==> src/hdl/ssbs_pkg.sv <==
`default_nettype none
// ----------------------------------------------------------------------------
// ssbs_pkg: shared types and constants for the SPI SRAM burst sequencer
// Action and error codes, result slot numbering and the command record that
// the front end hands to the back end through the queue.
// ----------------------------------------------------------------------------
package ssbs_pkg;

  localparam int unsigned BankWordsLog2Default = 17;

  localparam int unsigned ActionW = 3;
  localparam int unsigned AddrW   = 18;
  localparam int unsigned CountW  = 19;
  localparam int unsigned DataW   = 16;
  localparam int unsigned ByteW   = 8;
  localparam int unsigned BaW     = 24;
  localparam int unsigned CfgIdxW = 1;

  localparam logic [ByteW-1:0] ReadOpcodeReset  = 8'h03;
  localparam logic [ByteW-1:0] WriteOpcodeReset = 8'h02;

  localparam int unsigned QueueDepth = 2;  // power of two
  localparam int unsigned QPtrW      = $clog2(QueueDepth);
  localparam int unsigned QCntW      = $clog2(QueueDepth + 1);

  typedef enum logic [ActionW-1:0] {
    ActRead  = 3'd0,
    ActWrite = 3'd1,
    ActFill  = 3'd2,
    ActWord  = 3'd3,
    ActMiso  = 3'd4
  } action_e;

  typedef enum logic [1:0] {
    ErrNone  = 2'd0,
    ErrRange = 2'd1,
    ErrPhase = 2'd2
  } err_e;

  typedef enum logic [CfgIdxW-1:0] {
    RegReadOpcode  = 1'b0,
    RegWriteOpcode = 1'b1
  } cfg_reg_e;

  typedef enum logic [1:0] {
    PhIdle  = 2'd0,
    PhRead  = 2'd1,
    PhWrite = 2'd2,
    PhFill  = 2'd3
  } phase_e;

  // Result slots, emitted in ascending order.
  localparam int unsigned SlotErr   = 0;   // error-only result
  localparam int unsigned SlotLo    = 1;   // write word low byte
  localparam int unsigned SlotHi    = 2;   // write word high byte
  localparam int unsigned SlotCapHi = 3;   // capture frame for a high byte
  localparam int unsigned SlotWord  = 4;   // assembled read word
  localparam int unsigned SlotOpc   = 5;   // opcode frame
  localparam int unsigned SlotA2    = 6;
  localparam int unsigned SlotA1    = 7;
  localparam int unsigned SlotA0    = 8;
  localparam int unsigned SlotDummy = 9;
  localparam int unsigned SlotCap   = 10;  // capture frame for a low byte
  localparam int unsigned NumSlots  = 11;
  localparam int unsigned SlotIdxW  = $clog2(NumSlots);

  typedef logic [NumSlots-1:0] slot_mask_t;

  localparam slot_mask_t OpenWrMask = slot_mask_t'((1 << SlotOpc) | (1 << SlotA2) |
                                                   (1 << SlotA1) | (1 << SlotA0));
  localparam slot_mask_t OpenRdMask = OpenWrMask |
                                      slot_mask_t'((1 << SlotDummy) | (1 << SlotCap));

  typedef struct packed {
    slot_mask_t        slots;
    err_e              err;
    logic              chip_a;   // chip for word/capture frames
    logic              chip_b;   // chip for header frames and trailing capture
    logic              rel;      // release after the pre-header segment
    logic [DataW-1:0]  word;     // write word or assembled read word
    logic [ByteW-1:0]  opcode;
    logic [BaW-1:0]    ba;
  } cmd_t;

endpackage
`default_nettype wire

==> src/hdl/ssbs_front.sv <==
`default_nettype none
// ----------------------------------------------------------------------------
// ssbs_front: item intake and classification
// Holds the burst state and opcode registers, checks each item against the
// phase and range, and turns it into one command for the back end.
// ----------------------------------------------------------------------------
module ssbs_front #(
  parameter int unsigned BANK_WORDS_LOG2 = ssbs_pkg::BankWordsLog2Default
) (
  input  wire                           clk_i,
  input  wire                           rst_ni,
  input  wire                           cfg_we_i,
  input  wire [ssbs_pkg::CfgIdxW-1:0]   cfg_index_i,
  input  wire [ssbs_pkg::ByteW-1:0]     cfg_data_i,
  input  wire                           in_valid_i,
  output logic                          in_stall_o,
  input  wire [ssbs_pkg::ActionW-1:0]   action_i,
  input  wire [ssbs_pkg::AddrW-1:0]     word_address_i,
  input  wire [ssbs_pkg::CountW-1:0]    word_count_i,
  input  wire [ssbs_pkg::DataW-1:0]     data_i,
  input  wire                           q_full_i,
  output logic                          q_push_o,
  output ssbs_pkg::cmd_t                q_cmd_o
);
  import ssbs_pkg::*;

  localparam int unsigned SumW = (BANK_WORDS_LOG2 + 2 > 20) ? BANK_WORDS_LOG2 + 2 : 20;
  localparam logic [SumW-1:0] Bank = SumW'(1) << BANK_WORDS_LOG2;

  phase_e              phase_q, phase_d;
  logic [AddrW-1:0]    cw_q, cw_d;
  logic [CountW-1:0]   wl_q, wl_d;
  logic                chip_q, chip_d;
  logic [DataW-1:0]    fill_q, fill_d;
  logic [ByteW-1:0]    hold_q, hold_d;
  logic                hi_q, hi_d;
  logic [ByteW-1:0]    rd_opc_q, wr_opc_q;

  logic                accept;
  logic [AddrW-1:0]    cw_nx;
  logic [CountW-1:0]   wl_nx;
  logic                seg_end, reopen, range_bad;
  logic [DataW-1:0]    wr_word;
  cmd_t                cmd;

  function automatic logic [BaW-1:0] chip_byte_ofs(input logic [AddrW-1:0] cw);
    logic [31:0] ofs;
    ofs = 32'(cw) & ((32'd1 << BANK_WORDS_LOG2) - 32'd1);
    return {ofs[BaW-2:0], 1'b0};
  endfunction

  assign in_stall_o = q_full_i;
  assign accept     = in_valid_i && !q_full_i;
  assign q_push_o   = accept;
  assign q_cmd_o    = cmd;

  assign cw_nx     = cw_q + AddrW'(1);
  assign wl_nx     = wl_q - CountW'(1);
  assign seg_end   = (wl_q <= CountW'(1)) || (!chip_q && SumW'(cw_q) == Bank - SumW'(1));
  assign reopen    = (wl_nx != '0) && !chip_q && SumW'(cw_nx) == Bank;
  assign range_bad = (word_count_i == '0) ||
                     (SumW'(word_address_i) + SumW'(word_count_i) > (Bank << 1));
  assign wr_word   = (phase_q == PhFill) ? fill_q : data_i;

  always_comb begin
    phase_d = phase_q;
    cw_d    = cw_q;
    wl_d    = wl_q;
    chip_d  = chip_q;
    fill_d  = fill_q;
    hold_d  = hold_q;
    hi_d    = hi_q;
    cmd        = '0;
    cmd.err    = ErrNone;
    cmd.chip_a = chip_q;
    cmd.chip_b = chip_q;
    cmd.rel    = seg_end;
    case (action_i) inside
      ActRead, ActWrite, ActFill: begin
        if (phase_q != PhIdle) begin
          cmd.err   = ErrPhase;
          cmd.slots = slot_mask_t'(1 << SlotErr);
        end else if (range_bad) begin
          cmd.err   = ErrRange;
          cmd.slots = slot_mask_t'(1 << SlotErr);
        end else begin
          cw_d       = word_address_i;
          wl_d       = word_count_i;
          chip_d     = SumW'(word_address_i) >= Bank;
          hi_d       = 1'b0;
          cmd.chip_b = SumW'(word_address_i) >= Bank;
          cmd.ba     = chip_byte_ofs(word_address_i);
          if (action_i == ActRead) begin
            phase_d    = PhRead;
            cmd.slots  = OpenRdMask;
            cmd.opcode = rd_opc_q;
          end else begin
            if (action_i == ActFill) begin
              fill_d = data_i;
            end
            phase_d    = (action_i == ActWrite) ? PhWrite : PhFill;
            cmd.slots  = OpenWrMask;
            cmd.opcode = wr_opc_q;
          end
        end
      end
      ActWord: begin
        if (phase_q == PhWrite || phase_q == PhFill) begin
          cmd.word  = wr_word;
          cmd.slots = slot_mask_t'((1 << SlotLo) | (1 << SlotHi));
          wl_d = wl_nx;
          cw_d = cw_nx;
          if (wl_nx == '0) begin
            phase_d = PhIdle;
          end else if (reopen) begin
            chip_d     = 1'b1;
            cmd.chip_b = 1'b1;
            cmd.ba     = chip_byte_ofs(cw_nx);
            cmd.opcode = wr_opc_q;
            cmd.slots  = cmd.slots | OpenWrMask;
          end
        end else begin
          cmd.err   = ErrPhase;
          cmd.slots = slot_mask_t'(1 << SlotErr);
        end
      end
      ActMiso: begin
        if (phase_q == PhRead) begin
          if (!hi_q) begin
            hold_d    = data_i[ByteW-1:0];
            hi_d      = 1'b1;
            cmd.slots = slot_mask_t'(1 << SlotCapHi);
          end else begin
            hi_d      = 1'b0;
            cmd.word  = {data_i[ByteW-1:0], hold_q};
            cmd.slots = slot_mask_t'(1 << SlotWord);
            wl_d = wl_nx;
            cw_d = cw_nx;
            if (wl_nx == '0) begin
              phase_d = PhIdle;
            end else if (reopen) begin
              chip_d     = 1'b1;
              cmd.chip_b = 1'b1;
              cmd.ba     = chip_byte_ofs(cw_nx);
              cmd.opcode = rd_opc_q;
              cmd.slots  = cmd.slots | OpenRdMask;
            end else begin
              cmd.slots = cmd.slots | slot_mask_t'(1 << SlotCap);
            end
          end
        end else begin
          cmd.err   = ErrPhase;
          cmd.slots = slot_mask_t'(1 << SlotErr);
        end
      end
      default: begin
        cmd.err   = ErrPhase;
        cmd.slots = slot_mask_t'(1 << SlotErr);
      end
    endcase
  end

  always_ff @(posedge clk_i or negedge rst_ni) begin
    if (!rst_ni) begin
      phase_q <= PhIdle;
      cw_q    <= '0;
      wl_q    <= '0;
      chip_q  <= 1'b0;
      fill_q  <= '0;
      hold_q  <= '0;
      hi_q    <= 1'b0;
    end else if (accept) begin
      phase_q <= phase_d;
      cw_q    <= cw_d;
      wl_q    <= wl_d;
      chip_q  <= chip_d;
      fill_q  <= fill_d;
      hold_q  <= hold_d;
      hi_q    <= hi_d;
    end
  end

  always_ff @(posedge clk_i or negedge rst_ni) begin
    if (!rst_ni) begin
      rd_opc_q <= ReadOpcodeReset;
      wr_opc_q <= WriteOpcodeReset;
    end else if (cfg_we_i) begin
      unique case (cfg_index_i)
        RegReadOpcode:  rd_opc_q <= cfg_data_i;
        RegWriteOpcode: wr_opc_q <= cfg_data_i;
        default: ;
      endcase
    end
  end

  // a burst in progress always has words left
  assert property (@(posedge clk_i) disable iff (!rst_ni)
    phase_q != PhIdle |-> wl_q != '0)
    else $error("busy phase with no words left");

  // high-byte expectation only exists while reading
  assert property (@(posedge clk_i) disable iff (!rst_ni)
    hi_q |-> phase_q == PhRead)
    else $error("expect_high set outside a read");

  // a reopen always lands on chip 1
  assert property (@(posedge clk_i) disable iff (!rst_ni)
    accept && reopen && (cmd.slots & OpenWrMask) != '0 && action_i != ActRead &&
      action_i != ActWrite && action_i != ActFill |=> chip_q)
    else $error("reopen did not select chip 1");

endmodule
`default_nettype wire

==> src/hdl/ssbs_queue.sv <==
`default_nettype none
// ----------------------------------------------------------------------------
// ssbs_queue: command queue between front and back end
// Small register FIFO; the head entry is visible to the back end.
// ----------------------------------------------------------------------------
module ssbs_queue (
  input  wire             clk_i,
  input  wire             rst_ni,
  input  wire             push_i,
  input  ssbs_pkg::cmd_t  push_cmd_i,
  output logic            full_o,
  input  wire             pop_i,
  output logic            empty_o,
  output ssbs_pkg::cmd_t  head_o
);
  import ssbs_pkg::*;

  cmd_t              mem_q [QueueDepth];
  logic [QPtrW-1:0]  wr_ptr_q, rd_ptr_q;
  logic [QCntW-1:0]  cnt_q;

  assign full_o  = cnt_q == QCntW'(QueueDepth);
  assign empty_o = cnt_q == '0;
  assign head_o  = mem_q[rd_ptr_q];

  always_ff @(posedge clk_i) begin
    if (push_i) begin
      mem_q[wr_ptr_q] <= push_cmd_i;
    end
  end

  always_ff @(posedge clk_i or negedge rst_ni) begin
    if (!rst_ni) begin
      wr_ptr_q <= '0;
      rd_ptr_q <= '0;
      cnt_q    <= '0;
    end else begin
      if (push_i) begin
        wr_ptr_q <= wr_ptr_q + QPtrW'(1);
      end
      if (pop_i) begin
        rd_ptr_q <= rd_ptr_q + QPtrW'(1);
      end
      if (push_i && !pop_i) begin
        cnt_q <= cnt_q + QCntW'(1);
      end else if (pop_i && !push_i) begin
        cnt_q <= cnt_q - QCntW'(1);
      end
    end
  end

  assert property (@(posedge clk_i) disable iff (!rst_ni)
    cnt_q <= QCntW'(QueueDepth))
    else $error("queue count overflow");

  assert property (@(posedge clk_i) disable iff (!rst_ni)
    (push_i |-> !full_o) and (pop_i |-> !empty_o))
    else $error("queue push when full or pop when empty");

endmodule
`default_nettype wire

==> src/hdl/ssbs_back.sv <==
`default_nettype none
// ----------------------------------------------------------------------------
// ssbs_back: result sequencer
// Walks the slot mask of each command in order and drives one result beat
// per cycle into the output register while the output is not stalled.
// ----------------------------------------------------------------------------
module ssbs_back (
  input  wire                          clk_i,
  input  wire                          rst_ni,
  input  wire                          q_empty_i,
  input  ssbs_pkg::cmd_t               q_head_i,
  output logic                         q_pop_o,
  output logic                         out_valid_o,
  input  wire                          out_stall_i,
  output logic                         frame_valid_o,
  output logic                         chip_o,
  output logic [ssbs_pkg::ByteW-1:0]   mosi_byte_o,
  output logic                         capture_o,
  output logic                         release_res_o,
  output logic                         word_valid_o,
  output logic [ssbs_pkg::DataW-1:0]   read_word_o,
  output logic [1:0]                   error_o,
  output logic                         last_o
);
  import ssbs_pkg::*;

  cmd_t                 cur_q;
  slot_mask_t           mask_q;
  logic                 out_valid_q;

  logic                 use_head, have, load;
  cmd_t                 c;
  slot_mask_t           eff, sel, rem;
  logic [SlotIdxW-1:0]  idx;

  logic                 fv_d, chip_d, cap_d, rel_d, wv_d;
  logic [ByteW-1:0]     mosi_d;
  logic [DataW-1:0]     word_d;
  logic [1:0]           err_d;

  assign use_head = mask_q == '0;
  assign have     = !use_head || !q_empty_i;
  assign load     = have && (!out_valid_q || !out_stall_i);
  assign q_pop_o  = load && use_head;
  assign c        = use_head ? q_head_i : cur_q;
  assign eff      = use_head ? q_head_i.slots : mask_q;
  assign sel      = eff & (~eff + slot_mask_t'(1));
  assign rem      = eff & ~sel;

  always_comb begin
    idx = '0;
    for (int i = NumSlots - 1; i >= 0; i--) begin
      if (sel[i]) begin
        idx = SlotIdxW'(i);
      end
    end
  end

  always_comb begin
    fv_d   = 1'b1;
    chip_d = c.chip_b;
    mosi_d = '0;
    cap_d  = 1'b0;
    rel_d  = 1'b0;
    wv_d   = 1'b0;
    word_d = '0;
    err_d  = ErrNone;
    unique case (idx)
      SlotIdxW'(SlotErr): begin
        fv_d   = 1'b0;
        chip_d = 1'b0;
        err_d  = c.err;
      end
      SlotIdxW'(SlotLo): begin
        chip_d = c.chip_a;
        mosi_d = c.word[ByteW-1:0];
      end
      SlotIdxW'(SlotHi): begin
        chip_d = c.chip_a;
        mosi_d = c.word[DataW-1:ByteW];
        rel_d  = c.rel;
      end
      SlotIdxW'(SlotCapHi): begin
        chip_d = c.chip_a;
        cap_d  = 1'b1;
        rel_d  = c.rel;
      end
      SlotIdxW'(SlotWord): begin
        fv_d   = 1'b0;
        chip_d = 1'b0;
        wv_d   = 1'b1;
        word_d = c.word;
      end
      SlotIdxW'(SlotOpc):   mosi_d = c.opcode;
      SlotIdxW'(SlotA2):    mosi_d = c.ba[23:16];
      SlotIdxW'(SlotA1):    mosi_d = c.ba[15:8];
      SlotIdxW'(SlotA0):    mosi_d = c.ba[7:0];
      SlotIdxW'(SlotDummy): mosi_d = '0;
      SlotIdxW'(SlotCap):   cap_d  = 1'b1;
      default: begin
        fv_d   = 1'b0;
        chip_d = 1'b0;
      end
    endcase
  end

  always_ff @(posedge clk_i or negedge rst_ni) begin
    if (!rst_ni) begin
      mask_q      <= '0;
      out_valid_q <= 1'b0;
    end else begin
      if (load) begin
        mask_q <= rem;
      end
      if (load) begin
        out_valid_q <= 1'b1;
      end else if (!out_stall_i) begin
        out_valid_q <= 1'b0;
      end
    end
  end

  always_ff @(posedge clk_i) begin
    if (load && use_head) begin
      cur_q <= q_head_i;
    end
    if (load) begin
      frame_valid_o <= fv_d;
      chip_o        <= chip_d;
      mosi_byte_o   <= mosi_d;
      capture_o     <= cap_d;
      release_res_o <= rel_d;
      word_valid_o  <= wv_d;
      read_word_o   <= word_d;
      error_o       <= err_d;
      last_o        <= rem == '0;
    end
  end

  assign out_valid_o = out_valid_q;

  // an error result stands alone and is never a frame
  assert property (@(posedge clk_i) disable iff (!rst_ni)
    out_valid_o && error_o != ErrNone |-> !frame_valid_o && last_o && !word_valid_o)
    else $error("error beat carries other content");

  assert property (@(posedge clk_i) disable iff (!rst_ni)
    out_valid_o && (capture_o || release_res_o) |-> frame_valid_o)
    else $error("capture or release on a non-frame beat");

  // the head is only taken once the current command is fully sent
  assert property (@(posedge clk_i) disable iff (!rst_ni)
    q_pop_o |-> mask_q == '0 && !q_empty_i)
    else $error("pop while a command is still in flight");

endmodule
`default_nettype wire

==> src/hdl/spi_sram_burst_sequencer.sv <==
`default_nettype none
// ----------------------------------------------------------------------------
// spi_sram_burst_sequencer: burst sequencer for two serial SPI SRAM chips
// Turns read/write/fill requests and returned MISO bytes into SPI byte frames
// and assembled read words over a word space split across two chips.
// ----------------------------------------------------------------------------
// Usage:
//   Input channel (in_valid_i / in_stall_o) takes one item per beat: start
//   read, start write, start fill, next write word or a returned MISO byte.
//   Output channel (out_valid_o / out_stall_i) gives one result per beat; an
//   item yields 1 to 7 results and last_o marks its final one.
//   The front end classifies an item in the cycle it is accepted and queues
//   one command; the back end sends one result per cycle while the output
//   is not stalled. The first result of an item goes through the command
//   queue and is then registered on the output, once the queue holds no
//   earlier command and the output register is free.
//   A new item is taken every cycle while the two-entry command queue has
//   room, including while the output is stalled.
//   When the receiver stalls, the output beat holds; once the queue is full
//   in_stall_o rises.
//   Opcode registers are to be written through cfg_we_i / cfg_index_i /
//   cfg_data_i only while the block is idle; the block does not enforce this.
//   Reset returns to idle with opcodes 0x03 (read) and 0x02 (write).
// ----------------------------------------------------------------------------
module spi_sram_burst_sequencer #(
  parameter int unsigned BANK_WORDS_LOG2 = ssbs_pkg::BankWordsLog2Default
) (
  input  wire                           clk_i,
  input  wire                           rst_ni,
  input  wire                           cfg_we_i,
  input  wire [ssbs_pkg::CfgIdxW-1:0]   cfg_index_i,
  input  wire [ssbs_pkg::ByteW-1:0]     cfg_data_i,
  input  wire                           in_valid_i,
  output logic                          in_stall_o,
  input  wire [ssbs_pkg::ActionW-1:0]   action_i,
  input  wire [ssbs_pkg::AddrW-1:0]     word_address_i,
  input  wire [ssbs_pkg::CountW-1:0]    word_count_i,
  input  wire [ssbs_pkg::DataW-1:0]     data_i,
  output logic                          out_valid_o,
  input  wire                           out_stall_i,
  output logic                          frame_valid_o,
  output logic                          chip_o,
  output logic [ssbs_pkg::ByteW-1:0]    mosi_byte_o,
  output logic                          capture_o,
  output logic                          release_res_o,
  output logic                          word_valid_o,
  output logic [ssbs_pkg::DataW-1:0]    read_word_o,
  output logic [1:0]                    error_o,
  output logic                          last_o
);
  import ssbs_pkg::*;

  logic  q_full, q_push, q_empty, q_pop;
  cmd_t  push_cmd, head_cmd;

  ssbs_front #(
    .BANK_WORDS_LOG2(BANK_WORDS_LOG2)
  ) u_front (
    .clk_i          (clk_i),
    .rst_ni         (rst_ni),
    .cfg_we_i       (cfg_we_i),
    .cfg_index_i    (cfg_index_i),
    .cfg_data_i     (cfg_data_i),
    .in_valid_i     (in_valid_i),
    .in_stall_o     (in_stall_o),
    .action_i       (action_i),
    .word_address_i (word_address_i),
    .word_count_i   (word_count_i),
    .data_i         (data_i),
    .q_full_i       (q_full),
    .q_push_o       (q_push),
    .q_cmd_o        (push_cmd)
  );

  ssbs_queue u_queue (
    .clk_i      (clk_i),
    .rst_ni     (rst_ni),
    .push_i     (q_push),
    .push_cmd_i (push_cmd),
    .full_o     (q_full),
    .pop_i      (q_pop),
    .empty_o    (q_empty),
    .head_o     (head_cmd)
  );

  ssbs_back u_back (
    .clk_i         (clk_i),
    .rst_ni        (rst_ni),
    .q_empty_i     (q_empty),
    .q_head_i      (head_cmd),
    .q_pop_o       (q_pop),
    .out_valid_o   (out_valid_o),
    .out_stall_i   (out_stall_i),
    .frame_valid_o (frame_valid_o),
    .chip_o        (chip_o),
    .mosi_byte_o   (mosi_byte_o),
    .capture_o     (capture_o),
    .release_res_o (release_res_o),
    .word_valid_o  (word_valid_o),
    .read_word_o   (read_word_o),
    .error_o       (error_o),
    .last_o        (last_o)
  );

endmodule
`default_nettype wire
==> config.mk <==
export PLATFORM = sky130hd
export DESIGN_NAME = spi_sram_burst_sequencer
export DESIGN_NICKNAME = d
export VERILOG_FILES = /design/src/hdl/ssbs_pkg.sv /design/src/hdl/ssbs_front.sv /design/src/hdl/ssbs_queue.sv /design/src/hdl/ssbs_back.sv /design/src/hdl/spi_sram_burst_sequencer.sv
export SDC_FILE = /design/constraint.sdc
export NUM_CORES = 1
export LEC_CHECK = 0
export BUFFER_PORTS_ARGS = -buffer_cell sky130_fd_sc_hd__clkbuf_2
export CORE_MARGIN = 2
export CORE_UTILIZATION = 65
export DETAILED_ROUTE_END_ITERATION = 7
export MAX_ROUTING_LAYER = met4
export PLACE_DENSITY = 0.95
export SETUP_SLACK_MARGIN = 0.02
export SYNTH_ARGS = -nofsm -noshare
export SYNTH_HDL_FRONTEND = slang
export SYNTH_SLANG_ARGS = --single-unit
export TNS_END_PERCENT = 20
==> constraint.sdc <==
create_clock -name clk_i -period 5.95 [get_ports clk_i]
set_clock_uncertainty 0.1 [all_clocks]
set_input_delay 1.19 -clock clk_i [delete_from_list [all_inputs] [get_ports clk_i]]
set_output_delay 1.19 -clock clk_i [all_outputs]
set_load 0.05 [all_outputs]
# After elaboration in Yosys (flattened, before gate mapping)
# Memories as Yosys holds them, arrays and structs flattened.
# Index checks and enable logic that the tools add are counted.
dict set report totals {
  n_memories 1
  regBits 182
  word_cells 227
  mem_bits_rw 128
}
dict set report classes {
  muxes 101
  reduce_logical 48
  eq_ne 25
  order_cmp 3
  add_sub_neg 8
  bitwise 11
}
# name depth width rd rd_clocked_by_memory_dff write_ports line
set memory_table {}
lappend memory_table {u_queue.mem_q 2 64 1 0 1 ssbs_queue.sv:18} ;# cmd_t mem_q [QueueDepth];
# cell count
set op_table {}
lappend op_table {{$mux 32} 9}
lappend op_table {{$mux 19} 8}
lappend op_table {{$mux 18} 8}
lappend op_table {{$mux 48} 3}
lappend op_table {{$mux 11} 8}
lappend op_table {{$mux 16} 4}
lappend op_table {{$mux 53} 1}
lappend op_table {{$mux 13} 4}
lappend op_table {{$pmux 8 s6} 1}
lappend op_table {{$mux 4} 11}
lappend op_table {{$logic_not 19->1} 2}
lappend op_table {{$mux 2} 14}
lappend op_table {{$mux 1} 26}
lappend op_table {{$and 11x11->11} 2}
lappend op_table {{$logic_not 11->1} 2}
lappend op_table {{$not 11->11} 2}
lappend op_table {{$add 18x19->20} 1}
lappend op_table {{$gt 20x19->1 const B} 1}
lappend op_table {{$le 19x1->1 const B} 1}
lappend op_table {{$reduce_bool 19->1} 1}
lappend op_table {{$sub 19x1->19 const B} 1}
lappend op_table {{$add 18x1->18 const B} 1}
lappend op_table {{$eq 18x17->1 const B} 1}
lappend op_table {{$eq 18x18->1 const B} 1}
lappend op_table {{other kinds (37)} 83}

# Logic depth before layout (Yosys ltp)
dict set report logic_depth {
  ltp_word 19
  mapped_depth 15
  mapped_depth_nobuf 13
}

# Hierarchy
# A second synthesis with hierarchy kept.
dict set report hier_totals {
  cells_unflattened 1421
  hier_area_um2 16464.5
}
# mod area_each_um2 instances seq_area_each_um2 cells_each
set by_module_without_submodules {}
lappend by_module_without_submodules {ssbs_front 6847.8 1 2030.7 854}
lappend by_module_without_submodules {ssbs_queue 5011.1 1 3943.8 215}
lappend by_module_without_submodules {ssbs_back 4605.7 1 2827.7 352}

# Least setup slack after synthesis
# No wires, ideal clock.
dict set report synth_timing {
  path_type {in2reg}
  start {input port word_address_i[0] in the netlist's numbering}
  end {register u_front.fill_q[10]}
  setup_slack_ns 1.524
  arrival_time_ns 4.198
  cell_stages 14
  required_time_ns 5.723
  cell_sequence {ha_1 inv_1 fa_1 nor2b_1 o31ai_4 a21oi_1 o21a_1 o311a_1 nor4_1 a311oi_1 o21ai_2 nor4_4 buf_6 mux2_1}
}
dict set report synth_between {
  elab_chain_len 5
}
# item line
set synth_rtl {}
lappend synth_rtl {{start, declared} spi_sram_burst_sequencer.sv:36} ;# input wire [ssbs_pkg::AddrW-1:0] word_address_i,
lappend synth_rtl {{$add 18x19->20} ssbs_front.sv:62} ;# (SumW'(word_address_i) + SumW'(word_count_i) > (Bank << 1));
lappend synth_rtl {{$gt 20x19->1} ssbs_front.sv:62}
lappend synth_rtl {{$logic_or 1x1->1} ssbs_front.sv:61} ;# assign range_bad = (word_count_i == '0) ||
lappend synth_rtl {{$not 1->1 (no line)} -}
lappend synth_rtl {{$reduce_and 6->1 (no line)} -}
lappend synth_rtl {{end signal, assigned} ssbs_front.sv:177} ;# fill_q <= fill_d;
lappend synth_rtl {{end, declared} ssbs_front.sv:34} ;# logic [DataW-1:0] fill_q, fill_d;
# No other way between the ends.
# A chain may end at the register's enable or synchronous reset.

# Worst setup path after layout
dict set report layout_timing {
  start {input port word_address_i[0] in the netlist's numbering}
  end {register u_front.wl_q[1]}
}
dict set report layout_between {
  elab_chain_len 5
}
# item line
set layout_rtl {}
lappend layout_rtl {{$add 18x19->20} ssbs_front.sv:62}
lappend layout_rtl {{$gt 20x19->1} ssbs_front.sv:62}
lappend layout_rtl {{$logic_or 1x1->1} ssbs_front.sv:61}
lappend layout_rtl {{$ne 2x2->1 (no line)} -}
lappend layout_rtl {{$reduce_and 7->1 (no line)} -}
lappend layout_rtl {{end signal, assigned} ssbs_front.sv:175} ;# wl_q <= wl_d;
lappend layout_rtl {{end, declared} ssbs_front.sv:32} ;# logic [CountW-1:0] wl_q, wl_d;
# No other way between the ends.

==> results.tsv <==
stage	metric	value	unit
sta	RSZ-0062 raised after global routing	false	
die	die area	0.0236	mm²
pwr	Clock Power Share	20.3	%
global_route	largest net degree at the start of global routing	51	
placed_design	global placer's final weighted congestion	0.997	
global_route	total grt overflow	0	
logic_synthesis	cell count after synthesis	1311	
logic_synthesis	Synth Area per Inst	11.1	µm²
sta	count of final setup violators	0	
drt	vias	11838	
die	# IOs	104	
logic_synthesis	async set or reset register ratio after synthesis	34.3	%
logic_synthesis	Synth Register Bits	280	
cells_and_area	# diodes	0	
logic_synthesis	post-synth cell types	83	
sta	Rel. slew slack	30.9	%
pwr	PnR Total Power	8.17	mW
setup_path	startpoint types	input port	
placed_design	placed cells	1642	
cells_and_area	Final #Nets	1486	
sta	Fmax	0.210	GHz
pwr	Psw	3.32	mW
pwr	Static Leak	6.25	nW
setup_path	CP Data Arrival Time	5.14	ns
drt	highest routed metal layer	met4	
sta	worst hold margin	0.392	ns
hold_path	Tightest Hold Check Type	flop to flop	
setup_path	reg2reg end	u_back.error_o[1]	
cells_and_area	Finished Layout Cells	1692	
die	Starting Density	66.6	%
clock_tree	Post-CTS Setup Repair Bufs	0	
die	Die Width	154	µm
clock_tree	Bufs on Longest Clock Path	3	
drt	number of vias per cell	7.00	
clock_tree	CTS Hold Buffers Added	0	
drt	DR DRC count	0	
logic_synthesis	EDFF count, synth	184	
drt	DR WL/cell	23.0	µm
pwr	Pwr Density	505	mW/mm²
clock_tree	clock buffers created by TritonCTS	27	
clock_tree	Root Buffer	clkbuf_16	
cells_and_area	area delta synth->final	11.0	%
drt	DRT met1 WL	15.1	mm
drt	DR pass1 iterations	8	
setup_path	reg2reg setup slack	1.50	ns
global_route	first-pass GRT wire length	61.0	mm
drt	Routed WL	39.0	mm
logic_synthesis	register area share after synthesis	54.4	%
run	max-capacitance violation count	0	
drt	DRT iter0 DRCs	1640	
cells_and_area	FILL cells	1367	
setup_path	Reg2Reg Launch Point	u_queue.rd_ptr_q	
pwr	Logic pwr share	40.0	%
clock_tree	CTS tree	yes	
clock_tree	Worst-Skew Late Latency	0.56	ns
setup_path	Setup crit end kind	flop	
sta	Worst-Margin Slew	1.03	ns
sta	min Tclk post-route	4.76	ns
drt	met3 routed WL	4.01	mm
global_route	initial antenna violation count	0	
setup_path	CP required	6.33	ns
die	core area	0.0219	mm²
setup_path	Crit. Startpoint	word_address_i[0]	
global_route	vias in the first global route	11103	
logic_synthesis	Syn Nets	1406	
sta	period utilisation layout	80.0	%
setup_path	peak fanout along the critical path	27	
clock_tree	clock-pin slew on the worst setup and hold paths	0.07	ns
setup_path	R2R cell count	9	
logic_synthesis	mapped cell area	0.0146	mm²
placed_design	HPWL Detailed	26.6	mm
sta	max-slew violations	0	
setup_path	WS Path Type	input port to flop	
placed_design	Buffers on Ports	103	
clock_tree	CTS sink cnt	280	
clock_tree	PostCTS Resize Cnt	0	
logic_synthesis	yosys warns	0	
pwr	Max rail drop VDD	0.326	mV
clock_tree	CTS H-tree depth	1	
global_route	Total GRT Usage	33.3	%
die	std cell rows	54	
status	status	completed	
sta	Hold Fails Final Rpt	0	
pwr	Internal	4.85	mW
setup_path	worst setup path endpoint	u_front.wl_q[1]	
die	Die Height	154	µm
logic_synthesis	most used flip-flop cell after synthesis	edfxtp_1	
drt	Routed Antenna Nets	0	
sta	setup_tns	0	ns
cells_and_area	share of post-route cells with drive strength above 1	19.7	%
pwr	sequential power share	39.7	%
pwr	Sw Share	40.7	%
drt	metal2 WL	18.0	mm
## critical path, cell delays in order
cell	delay [ns]
clkbuf_2	0.16
ha_1	0.23
inv_1	0.08
fa_1	0.43
nor2b_1	0.23
o31ai_4	0.08
a21oi_1	0.28
o21a_1	0.21
o311a_1	0.20
nor4_1	0.05
a311oi_1	0.49
o21ai_4	0.24
a21oi_2	0.59
buf_4	0.43
mux2i_1	0.21
## cells in the mapped netlist (all sizes together), types with 7 or more instances
cell type / n / area share, %
xnor2: 10 / 0.60
mux2i: 36 / 2.5
nor2b: 9 / 0.44
a21oi: 65 / 2.2
ha: 24 / 2.1
a222oi: 7 / 0.48
dfrtp: 93 / 16
inv: 30 / 0.77
edfxtp: 184 / 38
clkbuf: 52 / 1.4
o211ai: 15 / 0.77
and3: 8 / 0.34
nor4: 26 / 1.2
or3: 11 / 0.47
nand3: 29 / 1.0
nor2: 127 / 3.3
a2bb2oi: 32 / 1.9
nand2: 111 / 2.9
o22ai: 12 / 0.51
o21ai: 77 / 2.7
a221o: 8 / 0.55
nand4: 12 / 0.51
and2: 18 / 0.77
nand2b: 20 / 0.91
buf: 19 / 0.69
nor3: 43 / 1.5
xor2: 8 / 0.48
a211oi: 23 / 1.3
o31ai: 8 / 0.51
a31oi: 11 / 0.47
mux2: 95 / 7.3
## placed cells by master (no fill, tap or decap), types with 5 or more instances in the layout
cell | netlist | final
o2111ai_1 | 5 | 5
a21oi_1 | 65 | 63
mux2i_1 | 36 | 36
nor2b_1 | 8 | 8
o211ai_1 | 15 | 15
ha_1 | 24 | 24
nor3_1 | 41 | 40
and2_1 | 18 | 18
and3_1 | 8 | 7
a2bb2oi_1 | 32 | 32
a31oi_1 | 11 | 11
o22ai_1 | 12 | 12
clkbuf_1 | 50 | 9
clkinv_2 | 0 | 5
xnor2_1 | 10 | 10
clkbuf_2 | 2 | 102
or3_1 | 11 | 11
clkbuf_8 | 0 | 5
mux2_2 | 86 | 86
o21a_1 | 5 | 5
o21ai_0 | 74 | 74
nor2_1 | 127 | 126
or2_2 | 5 | 5
edfxtp_1 | 184 | 184
nand3_1 | 29 | 29
mux2_1 | 9 | 9
dfrtp_1 | 93 | 92
clkbuf_16 | 0 | 27
nand2b_1 | 19 | 19
a222oi_1 | 7 | 7
nand2_1 | 111 | 110
o31ai_1 | 7 | 7
nand4_1 | 12 | 12
buf_4 | 0 | 20
a211oi_1 | 21 | 21
inv_1 | 30 | 30
a221o_1 | 8 | 8
xor2_1 | 8 | 8
nor4_1 | 25 | 25
## through the flow
step	util, %	worst slack, ns	cell area, µm²
2_1_floorplan	-	1.52	14600
3_3_place_gp	70.0	0.875	15300
3_5_place_dp	70.0	0.717	15300
4_1_cts	73.9	1.26	16200
5_1_grt	73.9	0.975	16200
6_report	73.9	1.19	16200
## power groups by stage
stage	Clock [mW]	Sequential (mW)	Combinational (mW)
2_1_floorplan	0	3.42	2.14
3_3_place_gp	0	3.20	3.09
3_5_place_dp	0	3.25	3.19
4_1_cts	1.66	3.23	3.21
5_1_grt	1.73	3.30	3.48
6_report	1.66	3.25	3.27
## kinds of logic (layout without fill, tap and decap cells)
| group | Yosys count | count (layout) | share of synthesized area, % |
|---|---|---|---|
| xor gates and xnor gates | 18 | 18 | 1.08 |
| muxes | 131 | 131 | 9.81 |
| buffers and inverters | 103 | 204 | 2.87 |
| DFF | 280 | 280 | 54.4 |
| AOI/OAI and AO/OA | 320 | 320 | 15.3 |
| adders and majority gates | 25 | 25 | 2.20 |
| and+or+nand+nor | 434 | 434 | 14.4 |
## layout make-up
class / count / area, µm² / share of cell area (%)
Tap cell: 280 / 350 / 2.17
Inverter: 32 / 120 / 0.743
Timing Repair Buffer: 122 / 661 / 4.08
Multi-Input combinational cell: 928 / 6270 / 38.8
Clock inverter: 9 / 65.1 / 0.402
Sequential cell: 280 / 7930 / 49.0
Clock buffer: 41 / 778 / 4.81
## registers in the layout, summed over array words and instances, names as in the netlist, 10 cells and up
name                count
u_back.cur_q           46
u_back.read_word_o     16
u_front.wl_q           19
u_queue.mem_q         106
u_back.mask_q          10
u_front.cw_q           18
u_front.fill_q         16
## worst min path at each step
stage,startpoint,end,slack [ns],cells past startpoint
2_1_floorplan,u_front.fill_q[10],u_front.fill_q[10],0.36,1
3_3_place_gp,u_front.fill_q[13],u_front.fill_q[13],0.37,1
3_5_place_dp,u_front.fill_q[8],u_front.fill_q[8],0.38,1
4_1_cts,u_front.fill_q[12],u_front.fill_q[12],0.39,1
5_1_grt,u_front.fill_q[11],u_front.fill_q[11],0.41,1
6_report,u_front.fill_q[12],u_front.fill_q[12],0.39,1
## routing by layer
metal  vias to the layer above  global-route usage, %
li1                       5144                      -
met1                      5626                   45.5
met2                       891                   51.3
met3                       177                   4.71
met4                         0                   12.7
met5                         -                      -
No activity file was read; power rests on OpenSTA's default activity.
